--- src/hw/rtl/plid_pkg.sv ---
// ----------------------------------------------------------------------------
// plid_pkg: shared definitions for the positional list
// Sizes, command and status codes, and the request and response of the
// shared index step unit.
// ----------------------------------------------------------------------------
package plid_pkg;

  // Capacity of the list and derived widths.
  localparam int LIST_DEPTH = 64;
  localparam int ADDR_W     = $clog2(LIST_DEPTH);
  localparam int CNT_W      = 7;
  localparam int DATA_W     = 32;
  localparam int CMD_W      = 2;
  localparam int STATUS_W   = 2;

  // Command codes.
  localparam logic [CMD_W-1:0] CMD_INSERT = 2'd0;
  localparam logic [CMD_W-1:0] CMD_DELETE = 2'd1;
  localparam logic [CMD_W-1:0] CMD_READ   = 2'd2;
  localparam logic [CMD_W-1:0] CMD_NONE   = 2'd3;

  // Status codes.
  localparam logic [STATUS_W-1:0] ST_OK    = 2'd0;
  localparam logic [STATUS_W-1:0] ST_RANGE = 2'd1;
  localparam logic [STATUS_W-1:0] ST_FULL  = 2'd2;
  localparam logic [STATUS_W-1:0] ST_EMPTY = 2'd3;

  // Request to the index step unit: step a by one and compare with b.
  typedef struct packed {
    logic             down;
    logic [CNT_W-1:0] a;
    logic [CNT_W-1:0] b;
  } step_req_t;

  typedef struct packed {
    logic [CNT_W-1:0] sum;
    logic             hit;
  } step_rsp_t;

endpackage

--- src/hw/rtl/plid_in_if.sv ---
// ----------------------------------------------------------------------------
// plid_in_if: command channel of the positional list
// Valid/ready channel carrying one command word.
// ----------------------------------------------------------------------------
interface plid_in_if;
  logic                                    valid;
  logic                                    ready;
  logic        [plid_pkg::CMD_W-1:0]       cmd;
  logic        [plid_pkg::CNT_W-1:0]       position;
  logic signed [plid_pkg::DATA_W-1:0]      element_value;

  modport source (output valid, output cmd, output position, output element_value,
                  input ready);
  modport sink   (input valid, input cmd, input position, input element_value,
                  output ready);
endinterface

--- src/hw/rtl/plid_out_if.sv ---
// ----------------------------------------------------------------------------
// plid_out_if: result channel of the positional list
// Valid/ready channel carrying one result word.
// ----------------------------------------------------------------------------
interface plid_out_if;
  logic                                    valid;
  logic                                    ready;
  logic signed [plid_pkg::DATA_W-1:0]      item_value;
  logic        [plid_pkg::STATUS_W-1:0]    status;
  logic                                    last_flag;
  logic        [plid_pkg::CNT_W-1:0]       list_length;

  modport source (output valid, output item_value, output status, output last_flag,
                  output list_length, input ready);
  modport sink   (input valid, input item_value, input status, input last_flag,
                  input list_length, output ready);
endinterface

--- src/hw/rtl/plid_ram.sv ---
// ----------------------------------------------------------------------------
// plid_ram: list storage
// One write port and one read port with registered read data.
// ----------------------------------------------------------------------------
module plid_ram (
  input  logic                              clk,
  input  logic                              we,
  input  logic [plid_pkg::ADDR_W-1:0]       waddr,
  input  logic [plid_pkg::DATA_W-1:0]       wdata,
  input  logic                              re,
  input  logic [plid_pkg::ADDR_W-1:0]       raddr,
  output logic [plid_pkg::DATA_W-1:0]       rdata
);

  logic [plid_pkg::DATA_W-1:0] mem_r [plid_pkg::LIST_DEPTH];
  logic [plid_pkg::DATA_W-1:0] rdata_r;

  always_ff @(posedge clk) begin
    if (we) begin
      mem_r[waddr] <= wdata;
    end
  end

  // Read data holds while no read is issued.
  always_ff @(posedge clk) begin
    if (re) begin
      rdata_r <= mem_r[raddr];
    end
  end

  assign rdata = rdata_r;

endmodule

--- src/hw/rtl/plid_step.sv ---
// ----------------------------------------------------------------------------
// plid_step: shared index step unit
// Adds or subtracts one and compares the result with a bound.
// ----------------------------------------------------------------------------
module plid_step (
  input  plid_pkg::step_req_t req,
  output plid_pkg::step_rsp_t rsp
);

  logic [plid_pkg::CNT_W-1:0] sum;

  always_comb begin
    if (req.down) begin
      sum = req.a - plid_pkg::CNT_W'(1);
    end else begin
      sum = req.a + plid_pkg::CNT_W'(1);
    end
  end

  assign rsp.sum = sum;
  assign rsp.hit = (sum == req.b);

endmodule

--- src/hw/rtl/positional_list_insert_delete.sv ---
// ----------------------------------------------------------------------------
// positional_list_insert_delete: ordered list with positional insert/delete
//
//   Channel   Dir   Handshake      Word contents
//   in_ch     in    valid/ready    cmd, position, element_value
//   out_ch    out   valid/ready    item_value, status, last_flag, list_length
//
// An insert shifts the entries from the position on back by one, then writes
// the new value into the gap; a delete shifts the entries past it forward by
// one. Shifts move one entry per cycle. A read-out streams one word per cycle
// while the result side does not stall. Errors and trivial cases go straight
// to a status word. Reset is synchronous and empties the list at once; the
// RAM contents need no clearing. Result stalls simply hold the sequencer; a
// new command is accepted while the last result still waits.
// ----------------------------------------------------------------------------
module positional_list_insert_delete (
  input  logic            clk,
  input  logic            rst_n,
  plid_in_if.sink         in_ch,
  plid_out_if.source      out_ch
);

  // Sequencer states.
  localparam logic [2:0] S_IDLE = 3'd0;  // waiting for a command
  localparam logic [2:0] S_INS  = 3'd1;  // moving entries back by one
  localparam logic [2:0] S_PUT  = 3'd2;  // writing the new value into the gap
  localparam logic [2:0] S_DEL  = 3'd3;  // moving entries forward by one
  localparam logic [2:0] S_RD   = 3'd4;  // streaming entries to the result side
  localparam logic [2:0] S_DONE = 3'd5;  // issuing a single status word

  localparam int AW = plid_pkg::ADDR_W;
  localparam int CW = plid_pkg::CNT_W;
  localparam int DW = plid_pkg::DATA_W;

  logic [2:0]                   state_r,  state_nxt;
  logic [CW-1:0]                count_r,  count_nxt;
  logic [AW-1:0]                idx_r,    idx_nxt;
  logic [AW-1:0]                wr_r,     wr_nxt;
  logic [AW-1:0]                pos_r,    pos_nxt;
  logic [DW-1:0]                value_r,  value_nxt;
  logic [plid_pkg::STATUS_W-1:0] st_r,    st_nxt;

  logic                          out_valid_r,  out_valid_nxt;
  logic [DW-1:0]                 out_value_r,  out_value_nxt;
  logic [plid_pkg::STATUS_W-1:0] out_status_r, out_status_nxt;
  logic                          out_last_r,   out_last_nxt;
  logic [CW-1:0]                 out_len_r,    out_len_nxt;

  logic          ram_we;
  logic [AW-1:0] ram_waddr;
  logic [DW-1:0] ram_wdata;
  logic          ram_re;
  logic [AW-1:0] ram_raddr;
  logic [DW-1:0] ram_rdata;

  plid_pkg::step_req_t step_req;
  plid_pkg::step_rsp_t step_rsp;

  logic in_acc;
  logic slot_free;

  plid_ram u_ram (
    .clk   (clk),
    .we    (ram_we),
    .waddr (ram_waddr),
    .wdata (ram_wdata),
    .re    (ram_re),
    .raddr (ram_raddr),
    .rdata (ram_rdata)
  );

  // The one index unit serves every walk through the list: it computes the next
  // address and tells the sequencer when a delete or read-out walk ends.
  plid_step u_step (
    .req (step_req),
    .rsp (step_rsp)
  );

  assign in_ch.ready = (state_r == S_IDLE);
  assign in_acc      = in_ch.valid && (state_r == S_IDLE);

  // The output register can take a new word if it is empty or being drained.
  assign slot_free = !out_valid_r || out_ch.ready;

  always_comb begin
    state_nxt      = state_r;
    count_nxt      = count_r;
    idx_nxt        = idx_r;
    wr_nxt         = wr_r;
    pos_nxt        = pos_r;
    value_nxt      = value_r;
    st_nxt         = st_r;

    out_valid_nxt  = out_valid_r && !out_ch.ready;
    out_value_nxt  = out_value_r;
    out_status_nxt = out_status_r;
    out_last_nxt   = out_last_r;
    out_len_nxt    = out_len_r;

    ram_we         = 1'b0;
    ram_waddr      = wr_r;
    ram_wdata      = ram_rdata;
    ram_re         = 1'b0;
    ram_raddr      = step_rsp.sum[AW-1:0];

    step_req.down  = 1'b0;
    step_req.a     = CW'(idx_r);
    step_req.b     = count_r;

    unique case (state_r)
      S_IDLE: begin
        // An insert walks down from the tail; a delete starts just past the
        // removed entry and compares against the length.
        if (in_ch.cmd == plid_pkg::CMD_INSERT) begin
          step_req.down = 1'b1;
          step_req.a    = count_r;
        end else begin
          step_req.a    = in_ch.position;
        end
        if (in_acc) begin
          pos_nxt   = in_ch.position[AW-1:0];
          value_nxt = in_ch.element_value;
          unique case (in_ch.cmd)
            plid_pkg::CMD_INSERT: begin
              if (in_ch.position > count_r) begin
                st_nxt    = plid_pkg::ST_RANGE;
                state_nxt = S_DONE;
              end else if (count_r == CW'(plid_pkg::LIST_DEPTH)) begin
                st_nxt    = plid_pkg::ST_FULL;
                state_nxt = S_DONE;
              end else if (in_ch.position == count_r) begin
                // Append at the tail: nothing to move.
                ram_we    = 1'b1;
                ram_waddr = in_ch.position[AW-1:0];
                ram_wdata = in_ch.element_value;
                count_nxt = count_r + CW'(1);
                st_nxt    = plid_pkg::ST_OK;
                state_nxt = S_DONE;
              end else begin
                ram_re    = 1'b1;
                idx_nxt   = step_rsp.sum[AW-1:0];
                wr_nxt    = count_r[AW-1:0];
                state_nxt = S_INS;
              end
            end
            plid_pkg::CMD_DELETE: begin
              if (count_r == '0) begin
                st_nxt    = plid_pkg::ST_EMPTY;
                state_nxt = S_DONE;
              end else if (in_ch.position >= count_r) begin
                st_nxt    = plid_pkg::ST_RANGE;
                state_nxt = S_DONE;
              end else if (step_rsp.hit) begin
                // Removing the tail: nothing to move.
                count_nxt = count_r - CW'(1);
                st_nxt    = plid_pkg::ST_OK;
                state_nxt = S_DONE;
              end else begin
                ram_re    = 1'b1;
                idx_nxt   = step_rsp.sum[AW-1:0];
                wr_nxt    = in_ch.position[AW-1:0];
                state_nxt = S_DEL;
              end
            end
            plid_pkg::CMD_READ: begin
              if (count_r == '0) begin
                st_nxt    = plid_pkg::ST_EMPTY;
                state_nxt = S_DONE;
              end else begin
                ram_re    = 1'b1;
                ram_raddr = '0;
                idx_nxt   = '0;
                state_nxt = S_RD;
              end
            end
            plid_pkg::CMD_NONE: begin
              // Unused code: swallowed without a result.
            end
            default: begin
            end
          endcase
        end
      end

      S_INS: begin
        // The entry read last cycle lands one place further back, while the
        // next one down is read.
        step_req.down = 1'b1;
        ram_we        = 1'b1;
        if (idx_r == pos_r) begin
          state_nxt = S_PUT;
        end else begin
          ram_re  = 1'b1;
          idx_nxt = step_rsp.sum[AW-1:0];
          wr_nxt  = idx_r;
        end
      end

      S_PUT: begin
        ram_we    = 1'b1;
        ram_waddr = pos_r;
        ram_wdata = value_r;
        count_nxt = count_r + CW'(1);
        st_nxt    = plid_pkg::ST_OK;
        state_nxt = S_DONE;
      end

      S_DEL: begin
        // The entry read last cycle lands one place further forward.
        ram_we = 1'b1;
        if (step_rsp.hit) begin
          count_nxt = count_r - CW'(1);
          st_nxt    = plid_pkg::ST_OK;
          state_nxt = S_DONE;
        end else begin
          ram_re  = 1'b1;
          idx_nxt = step_rsp.sum[AW-1:0];
          wr_nxt  = idx_r;
        end
      end

      S_RD: begin
        // The read data holds until the output register takes it.
        if (slot_free) begin
          out_valid_nxt  = 1'b1;
          out_value_nxt  = ram_rdata;
          out_status_nxt = plid_pkg::ST_OK;
          out_last_nxt   = step_rsp.hit;
          out_len_nxt    = count_r;
          if (step_rsp.hit) begin
            state_nxt = S_IDLE;
          end else begin
            ram_re  = 1'b1;
            idx_nxt = step_rsp.sum[AW-1:0];
          end
        end
      end

      S_DONE: begin
        if (slot_free) begin
          out_valid_nxt  = 1'b1;
          out_value_nxt  = '0;
          out_status_nxt = st_r;
          out_last_nxt   = 1'b1;
          out_len_nxt    = count_r;
          state_nxt      = S_IDLE;
        end
      end

      default: begin
        state_nxt = S_IDLE;
      end
    endcase
  end

  always_ff @(posedge clk) begin
    if (!rst_n) begin
      state_r     <= S_IDLE;
      count_r     <= '0;
      out_valid_r <= 1'b0;
    end else begin
      state_r     <= state_nxt;
      count_r     <= count_nxt;
      out_valid_r <= out_valid_nxt;
    end
  end

  // Working and payload registers need no reset.
  always_ff @(posedge clk) begin
    idx_r        <= idx_nxt;
    wr_r         <= wr_nxt;
    pos_r        <= pos_nxt;
    value_r      <= value_nxt;
    st_r         <= st_nxt;
    out_value_r  <= out_value_nxt;
    out_status_r <= out_status_nxt;
    out_last_r   <= out_last_nxt;
    out_len_r    <= out_len_nxt;
  end

  assign out_ch.valid       = out_valid_r;
  assign out_ch.item_value  = out_value_r;
  assign out_ch.status      = out_status_r;
  assign out_ch.last_flag   = out_last_r;
  assign out_ch.list_length = out_len_r;

endmodule

--- src/flat_wrapper.sv ---
// flat-port wrapper written by rule: the top's interface ports become plain ports
module positional_list_insert_delete_flat 
  (clk, rst_n, in_ch_valid, in_ch_cmd, in_ch_position, in_ch_element_value, in_ch_ready, out_ch_valid, out_ch_item_value, out_ch_status, out_ch_last_flag, out_ch_list_length, out_ch_ready);
  plid_in_if in_ch_i ();
  plid_out_if out_ch_i ();
  input  logic clk;
  input  logic rst_n;
  input wire logic [$bits(in_ch_i.valid)-1:0] in_ch_valid;
  input wire logic [$bits(in_ch_i.cmd)-1:0] in_ch_cmd;
  input wire logic [$bits(in_ch_i.position)-1:0] in_ch_position;
  input wire logic [$bits(in_ch_i.element_value)-1:0] in_ch_element_value;
  output wire logic [$bits(in_ch_i.ready)-1:0] in_ch_ready;
  output wire logic [$bits(out_ch_i.valid)-1:0] out_ch_valid;
  output wire logic [$bits(out_ch_i.item_value)-1:0] out_ch_item_value;
  output wire logic [$bits(out_ch_i.status)-1:0] out_ch_status;
  output wire logic [$bits(out_ch_i.last_flag)-1:0] out_ch_last_flag;
  output wire logic [$bits(out_ch_i.list_length)-1:0] out_ch_list_length;
  input wire logic [$bits(out_ch_i.ready)-1:0] out_ch_ready;
  assign in_ch_i.valid = in_ch_valid;
  assign in_ch_i.cmd = in_ch_cmd;
  assign in_ch_i.position = in_ch_position;
  assign in_ch_i.element_value = in_ch_element_value;
  assign in_ch_ready = in_ch_i.ready;
  assign out_ch_valid = out_ch_i.valid;
  assign out_ch_item_value = out_ch_i.item_value;
  assign out_ch_status = out_ch_i.status;
  assign out_ch_last_flag = out_ch_i.last_flag;
  assign out_ch_list_length = out_ch_i.list_length;
  assign out_ch_i.ready = out_ch_ready;
  positional_list_insert_delete u_core (.clk(clk), .rst_n(rst_n), .in_ch(in_ch_i), .out_ch(out_ch_i));
endmodule
--- config.mk ---
export PLATFORM = sky130hd
export DESIGN_NAME = positional_list_insert_delete_flat
export DESIGN_NICKNAME = d
export VERILOG_FILES = /design/src/hw/rtl/plid_pkg.sv /design/src/hw/rtl/plid_in_if.sv /design/src/hw/rtl/plid_out_if.sv /design/src/hw/rtl/plid_ram.sv /design/src/hw/rtl/plid_step.sv /design/src/hw/rtl/positional_list_insert_delete.sv /design/src/flat_wrapper.sv
export SDC_FILE = /design/constraint.sdc
export NUM_CORES = 2
export LEC_CHECK = 0
export ABC_CLOCK_PERIOD_IN_PS = 15700
export BUFFER_PORTS_ARGS = -buffer_cell sky130_fd_sc_hd__buf_2
export CAP_MARGIN = 20
export CORE_MARGIN = 4
export CORE_UTILIZATION = 67
export CTS_CLUSTER_DIAMETER = 80
export DETAILED_ROUTE_END_ITERATION = 16
export PLACE_DENSITY_LB_ADDON = 0.12
export SETUP_SLACK_MARGIN = 0.05
export SYNTH_ARGS = -nofsm -noshare
export SYNTH_HDL_FRONTEND = slang
export SYNTH_SLANG_ARGS = --single-unit
--- constraint.sdc ---
create_clock -name clk -period 15.7 [get_ports clk]
set_input_delay 0.785 -clock clk [delete_from_list [all_inputs] [get_ports clk]]
set_output_delay 0.785 -clock clk [all_outputs]
set_load 0.02 [all_outputs]
=== Word-level counts from Yosys, hierarchy flattened ===
Memories as Yosys holds them, arrays and structs flattened. A register that Yosys moved wholly into a read port is not among the register bits.
Cells that the tools add are included.

* Memories: 1
* Word-level logic and storage cells: 181
* Register bits after elaboration: 105
* Output and inout bits: 44
* Bits in writable memories: 2048

{| class="wikitable"
|+ Memories
! memory !! words !! bits a word !! read ports !! clocked after Yosys merged registers in !! wr ports !! line !! text
|-
| u_core.u_ram.mem_r || 64 || 32 || 1 || 1 || 1 || plid_ram.sv:15 || <nowiki>logic [plid_pkg::DATA_W-1:0] mem_r [plid_pkg::LIST_DEPTH];</nowiki>
|}

* $lt $le $gt $ge: 2
* Reduce and logical (&&, ||, !) cells: 22
* Equal/unequal tests: 31
* $add $sub $neg: 4
* Multiplexer cells: 109

{| class="wikitable"
|+ Operators by type and width
! kind !! number
|-
| $mux W32 || 7
|-
| $mux W6 || 28
|-
| $pmux W32 S2 || 2
|-
| $mux W7 || 10
|-
| $mux W3 || 12
|-
| $pmux W6 S3 || 2
|-
| $ne A3 B3 Y1 const B || 8
|-
| $pmux W6 S2 || 2
|-
| $pmux W6 S4 || 1
|-
| $mux W1 || 23
|-
| $reduce_and A11 Y1 || 2
|-
| $pmux W7 S3 || 1
|-
| $mux W2 || 10
|-
| $pmux W3 S6 || 1
|-
| $add A7 B1 Y7 const B || 2
|-
| $eq A7 B7 Y1 || 2
|-
| $pmux W7 S2 || 1
|-
| $sub A7 B1 Y7 const B || 2
|-
| $ne A2 B1 Y1 const B || 6
|-
| $pmux W2 S3 || 2
|-
| $pmux W3 S3 || 1
|-
| $reduce_and A8 Y1 || 1
|-
| $eq A7 B7 Y1 const B || 1
|-
| $ge A7 B7 Y1 || 1
|-
| 31 further kinds || 40
|}

=== Depth between registers and ports, before layout ===
* Depth in word-level cells: 12
* Mapped depth: 18

=== By module ===
Synthesis repeated with hierarchy kept, for this count alone.

* Cells, all modules: 4089
* Area, all modules: 85593.3 µm²

{| class="wikitable"
|+ Modules (own cells, without submodules)
! module !! sequential area each (µm²) !! instances !! cells an instance !! area each (µm²)
|-
| plid_ram || 62459.9 || 1 || 3511 || 79359.9
|-
| positional_list_insert_delete || 3042.9 || 1 || 543 || 5883.1
|-
| plid_step || 0.0 || 1 || 35 || 350.3
|}

=== Worst setup path after synthesis ===
Ideal clock, no wire load.

* Path kind: input to register
* Start: input port in_ch_cmd[0]
* End: register u_core.u_ram.rdata_r (netlist bit u_core.u_ram.rdata[0]) (read register of u_core.u_ram.mem_r) (enable)
* Arrival time: 6.586 ns
* Path buffers: 3
* Path slack: 8.644 ns
* Cell stages on the path: 16
* Path through: inv_1 ha_1 mux2_2 mux2i_2 inv_2 clkbuf_1 clkbuf_1 fa_1 xnor2_2 xnor2_1 or4_4 a211oi_2 nand3_2 clkbuf_1 a31oi_1 o31ai_1

* Cells in the longest elaborated chain, start to end: 12

{| class="wikitable"
|+ RTL lines
! element !! line !! text
|-
| start, declared || flat_wrapper.sv:9 || <nowiki>input wire logic [$bits(in_ch_i.cmd)-1:0] in_ch_cmd;</nowiki>
|-
| $logic_not A2 Y1 || positional_list_insert_delete.sv:114, positional_list_insert_delete.sv:123 ||
|-
| $mux W7 || positional_list_insert_delete.sv:114 || <nowiki>if (in_ch.cmd == plid_pkg::CMD_INSERT) begin</nowiki>
|-
| $mux W7 || positional_list_insert_delete.sv:110 || <nowiki>unique case (state_r)</nowiki>
|-
| $add A7 B1 Y7 / $sub A7 B1 Y7 (equally long branches) || plid_step.sv:16, plid_step.sv:14 ||
|-
| $mux W7 || plid_step.sv:13 || <nowiki>if (req.down) begin</nowiki>
|-
| $eq A7 B7 Y1 || plid_step.sv:21 || <nowiki>assign rsp.hit = (sum == req.b);</nowiki>
|-
| $mux W1 || positional_list_insert_delete.sv:153, positional_list_insert_delete.sv:211, positional_list_insert_delete.sv:230 ||
|-
| $mux W1 || positional_list_insert_delete.sv:150 || <nowiki>end else if (in_ch.position >= count_r) begin</nowiki>
|-
| $mux W1 || positional_list_insert_delete.sv:147 || <nowiki>if (count_r == '0) begin</nowiki>
|-
| $pmux W1 S3 || positional_list_insert_delete.sv:123 || <nowiki>unique case (in_ch.cmd)</nowiki>
|-
| $mux W1 || positional_list_insert_delete.sv:120 || <nowiki>if (in_acc) begin</nowiki>
|-
| $pmux W1 S4 * || positional_list_insert_delete.sv:110 ||
|-
| named net u_core.ram_re || positional_list_insert_delete.sv:52 || <nowiki>logic ram_re;</nowiki>
|-
| end, declared || plid_ram.sv:16 || <nowiki>logic [plid_pkg::DATA_W-1:0] rdata_r;</nowiki>
|}

The timed path passes the listed nets; every way through them passes the cells marked *.
A chain may end at the register's enable or synchronous reset.

=== Worst setup path after layout ===
* Start: register u_core.state_r[2]
* End: register u_core.u_ram.rdata_r (netlist bit u_core.u_ram.rdata[3]) (read register of u_core.u_ram.mem_r), data pin

* Cells in the longest elaborated chain, start to end: 11

{| class="wikitable"
|+ RTL lines
! element !! line !! text
|-
| start, declared || positional_list_insert_delete.sv:35 || <nowiki>logic [2:0] state_r, state_nxt;</nowiki>
|-
| start signal, assigned || positional_list_insert_delete.sv:262 || <nowiki>state_r <= state_nxt;</nowiki>
|-
| $logic_not A3 Y1 || positional_list_insert_delete.sv:80, positional_list_insert_delete.sv:110 ||
|-
| $mux W7 || positional_list_insert_delete.sv:110 ||
|-
| $add A7 B1 Y7 / $sub A7 B1 Y7 (equally long branches) || plid_step.sv:16, plid_step.sv:14 ||
|-
| $mux W7 || plid_step.sv:13 ||
|-
| $eq A7 B7 Y1 || plid_step.sv:21 ||
|-
| $mux W1 || positional_list_insert_delete.sv:153, positional_list_insert_delete.sv:211, positional_list_insert_delete.sv:230 ||
|-
| $mux W1 || positional_list_insert_delete.sv:150 ||
|-
| $mux W1 || positional_list_insert_delete.sv:147 ||
|-
| $pmux W1 S3 || positional_list_insert_delete.sv:123 ||
|-
| $mux W1 || positional_list_insert_delete.sv:120 ||
|-
| $pmux W1 S4 || positional_list_insert_delete.sv:110 ||
|}

Parallel ways exist; a longest one is shown, timed or not.

==> key figures <==
Synthesis
  • Ys flop type: edfxtp_1
  • Top-area cell type share of the netlist area: between 70 and 80%
  • Mapped Cells: 5,520
  • Post-synth EDFFs: roughly 2,200
  • Synthesis-stage register bit count: about 2,200
  • Cell variety after synth: 70
  • Post-synthesis sequential area ratio: around 78%
  • Synth area leader: edfxtp_1
  • Async set or reset register ratio after synthesis: 0%
  • Syn. warnings: 0
  • Synthesized area: approximately 84,000 µm²
  • Mapped Nets: between 5,000 and 6,000
  • Synth Area per Inst: 15.3 µm²
  • Synth area leaders: edfxtp_1 (77%), nand2_1 (3.7%), o22ai_1 (3.1%)

Die
  • Core Area: about 120,000 µm²
  • Full die area: about 130,000 µm²
  • DIE WIDTH: around 360 µm
  • Initial Util: between 60% and 70%
  • DIE HEIGHT: ~360 µm
  • I/O pins: between 80 and 90
  • # rows: between 100 and 150

Clock tree
  • Clk slew on worst S/H paths: about 0.060 ns
  • CTS Buf Count: between 200 and 250
  • Clk buf depth: 3
  • Clk_lat worst skew: 0.85 ns
  • Post-CTS Hold Fix Bufs: 0
  • Cts repair resizes: 0
  • Clk root buf: clkbuf_16
  • Postcts setup bufs: 0
  • Clock net sink count: 2,185
  • CTS H-tree lvls: 4
  • CTS tree: yes

Detailed routing
  • DRC errors left: 0
  • Routed Wire Length: between 200,000 and 250,000 µm
  • TritonRoute pass-1 iters: 7
  • Initial DRC Count: 9,480
  • Remaining antenna violation count after routing: 0
  • Vias per cell: about 7.3
  • Vias: about 54,000
  • Avg WL per Cell: between 30 and 40 µm

STA
  • Setup tns final: 0 ns
  • Worst setup margin: just over 8 ns
  • Post-route clock period utilization: between 40% and 50%
  • Final setup vio count: 0
  • Clk_skew: ~0.044 ns
  • Final hold violations: 0
  • Slew Limit Fails: 0
  • Worst-margin pin slew: 1.26 ns
  • Fmax achieved: approximately 130 MHz
  • Max_slew headroom: about 15%
  • RSZ-0062 raised after global routing: false
  • Period minus WS final: approximately 7.5 ns

Status
  • Outcome: complete, no violations

Finish
  • Nets: between 5,000 and 6,000
  • Share of cells above drive strength 1: 11.8%
  • Commonest non-fill, non-tap cell in the layout: edfxtp_1
  • Fill cells: 7,085
  • Core Util, Final: 76.0%
  • Most frequent cells in the layout: edfxtp_1 (2,174), nand2_1 (834), a21oi_1 (445), o22ai_1 (413), mux2i_1 (240)
  • Synth-to-layout area growth: 12.0%

Placed design
  • GPL Wtd Cong: around 0.93
  • Worst slack, placed: 7.65 ns
  • Input/output buffers: between 80 and 90
  • DP HPWL: about 130,000 µm

Global route
  • Global-route wire length before repair: 358,000 µm
  • Initial antenna violation count: 7
  • Overall Global Routing Usage: 37.7%
  • Largest net degree at the start of global routing: roughly 140
  • Vias in the first global route: around 52,000
  • Global route overflow: 0

Setup path
  • CP Launch Point: u_core.state_r[2]
  • Arr. time, crit path: 8.10 ns
  • R2r endpoint: u_core.u_ram.rdata[3]
  • Crit path required time: 16.29 ns
  • Nature of the critical path endpoint: flip-flop
  • Startpoint Class: flip-flop
  • Crit path to: u_core.u_ram.rdata[3]
  • Cells on worst reg2reg path: 15
  • Launch point of the worst reg-to-reg path: u_core.state_r[2]
  • Worst Path Max Fanout: between 50 and 60
  • Setup Crit Path Kind: reg2reg
  • Internal reg-to-reg setup slack: just over 8 ns

Flow run
  • Max-Cap Viols: 0

Hold path
  • Worst Hold Class: in2reg
==> per-layer routing <==
layer	up-vias	routed length [µm]	global-route usage (%)
li1	22000	-	-
met1	26800	87100	53.4
met2	4910	112000	56.4
met3	776	39100	11.1
met4	2	11000	15.0
met5	-	13	0
==> area by class of cell <==
cell class	instances	area, µm²	share of cell area [%]
well taps	1637	2050	2.17
flip-flops and latches	2185	65500	69.3
clock inverters	111	1100	1.16
repair buffers	264	1840	1.95
clock buffers	265	5460	5.78
diodes	4	10.0	0.0106
inverters	22	83.8	0.0887
multi-input cells	2939	18400	19.5
==> worst min path at each step <==
stage | endpoint | from | slack [ns] | depth (start not counted)
floorplan | u_core.out_ch.list_length[3] | u_core.count_r[3] | 0.40 | 0
global placement | u_core.out_ch.item_value[10] | u_core.u_ram.rdata[10] | 0.58 | 1
detailed placement | u_core.st_r[0] | u_core.st_r[0] | 0.59 | 1
CTS | u_core.value_r[4] | in_ch_element_value[4] | 0.07 | 1
global route | u_core.value_r[23] | in_ch_element_value[23] | 0.1 | 1
finish | u_core.value_r[4] | in_ch_element_value[4] | 0.13 | 1
==> sequential cells by signal (all words and copies together) (netlist names) <==
name                       cells
u_core.count_r                 7
u_core.pos_r                   6
u_core.wr_r                    6
u_core.st_r                    2
u_core.out_ch.list_length      7
u_core.state_r                 3
u_core.out_ch.status           2
u_core.out_ch.valid            1
u_core.out_ch.item_value      32
u_core.idx_r                   6
u_core.out_ch.last_flag        1
u_core.value_r                32
u_core.u_ram.rdata            32
u_core.u_ram.mem_r          2048
==> metrics by stage <==
step,instance area (µm²),std cells,hold WS (ns)
3_5_place_dp,87900,7044,0.590
4_1_cts,94400,7420,0.0716
5_1_grt,94500,7425,0.0972
3_3_place_gp,87800,7034,0.583
2_1_floorplan,84300,5520,0.403
6_report,94500,7427,0.128
==> worst max-delay path, stage by stage (launching register included) <==
cell and delay, ns:
dfxtp_1 0.52, nor3_2 0.26, buf_4 0.27, mux2i_4 0.73
inv_2 0.29, fa_1 0.64, xnor2_2 0.78, nor2_4 0.05
buf_4 0.36, nand2_4 0.51, buf_4 0.87, buf_4 0.76
a21oi_1 0.08, nor4_1 0.58, nor4_1 0.26, a21o_1 0.22
==> logic make-up after synthesis <==
family,synth area share (%)
buffers and inverters,1.87
adder cells (fa/ha/maj),0.291
AND/OR/NAND/NOR,6.97
XOR/XNOR,0.243
multiplexers,2.89
AO/OA/AOI/OAI,10.0
flip-flops,77.7
==> synth_stat cells, types with 3 or more instances <==
master    count
xnor2_1      13
edfxtp_1   2174
and3_1        8
nor2_1      116
nand4_1       7
a21o_1       26
o21ai_0      38
mux2i_1     240
o221ai_1    223
or3_1        10
clkbuf_1    262
a21oi_1     447
a31oi_1      43
nand2b_1      4
nand2_1     837
buf_1        41
o211ai_1      4
a31o_2        3
nand3_1      18
inv_1        18
and2_1       37
o31ai_1      13
o21bai_1      4
xor2_1        6
nor3_1      158
a211oi_1      3
o41ai_1      27
o21a_1        5
clkinv_1      3
buf_2        71
nor4_1      127
a221oi_1     33
or4_1        15
o22ai_1     413
ha_1         18
dfxtp_1      11
Power is not shown: default switching activity piles up to over one toggle a cycle in this logic, so the estimate is an artifact.
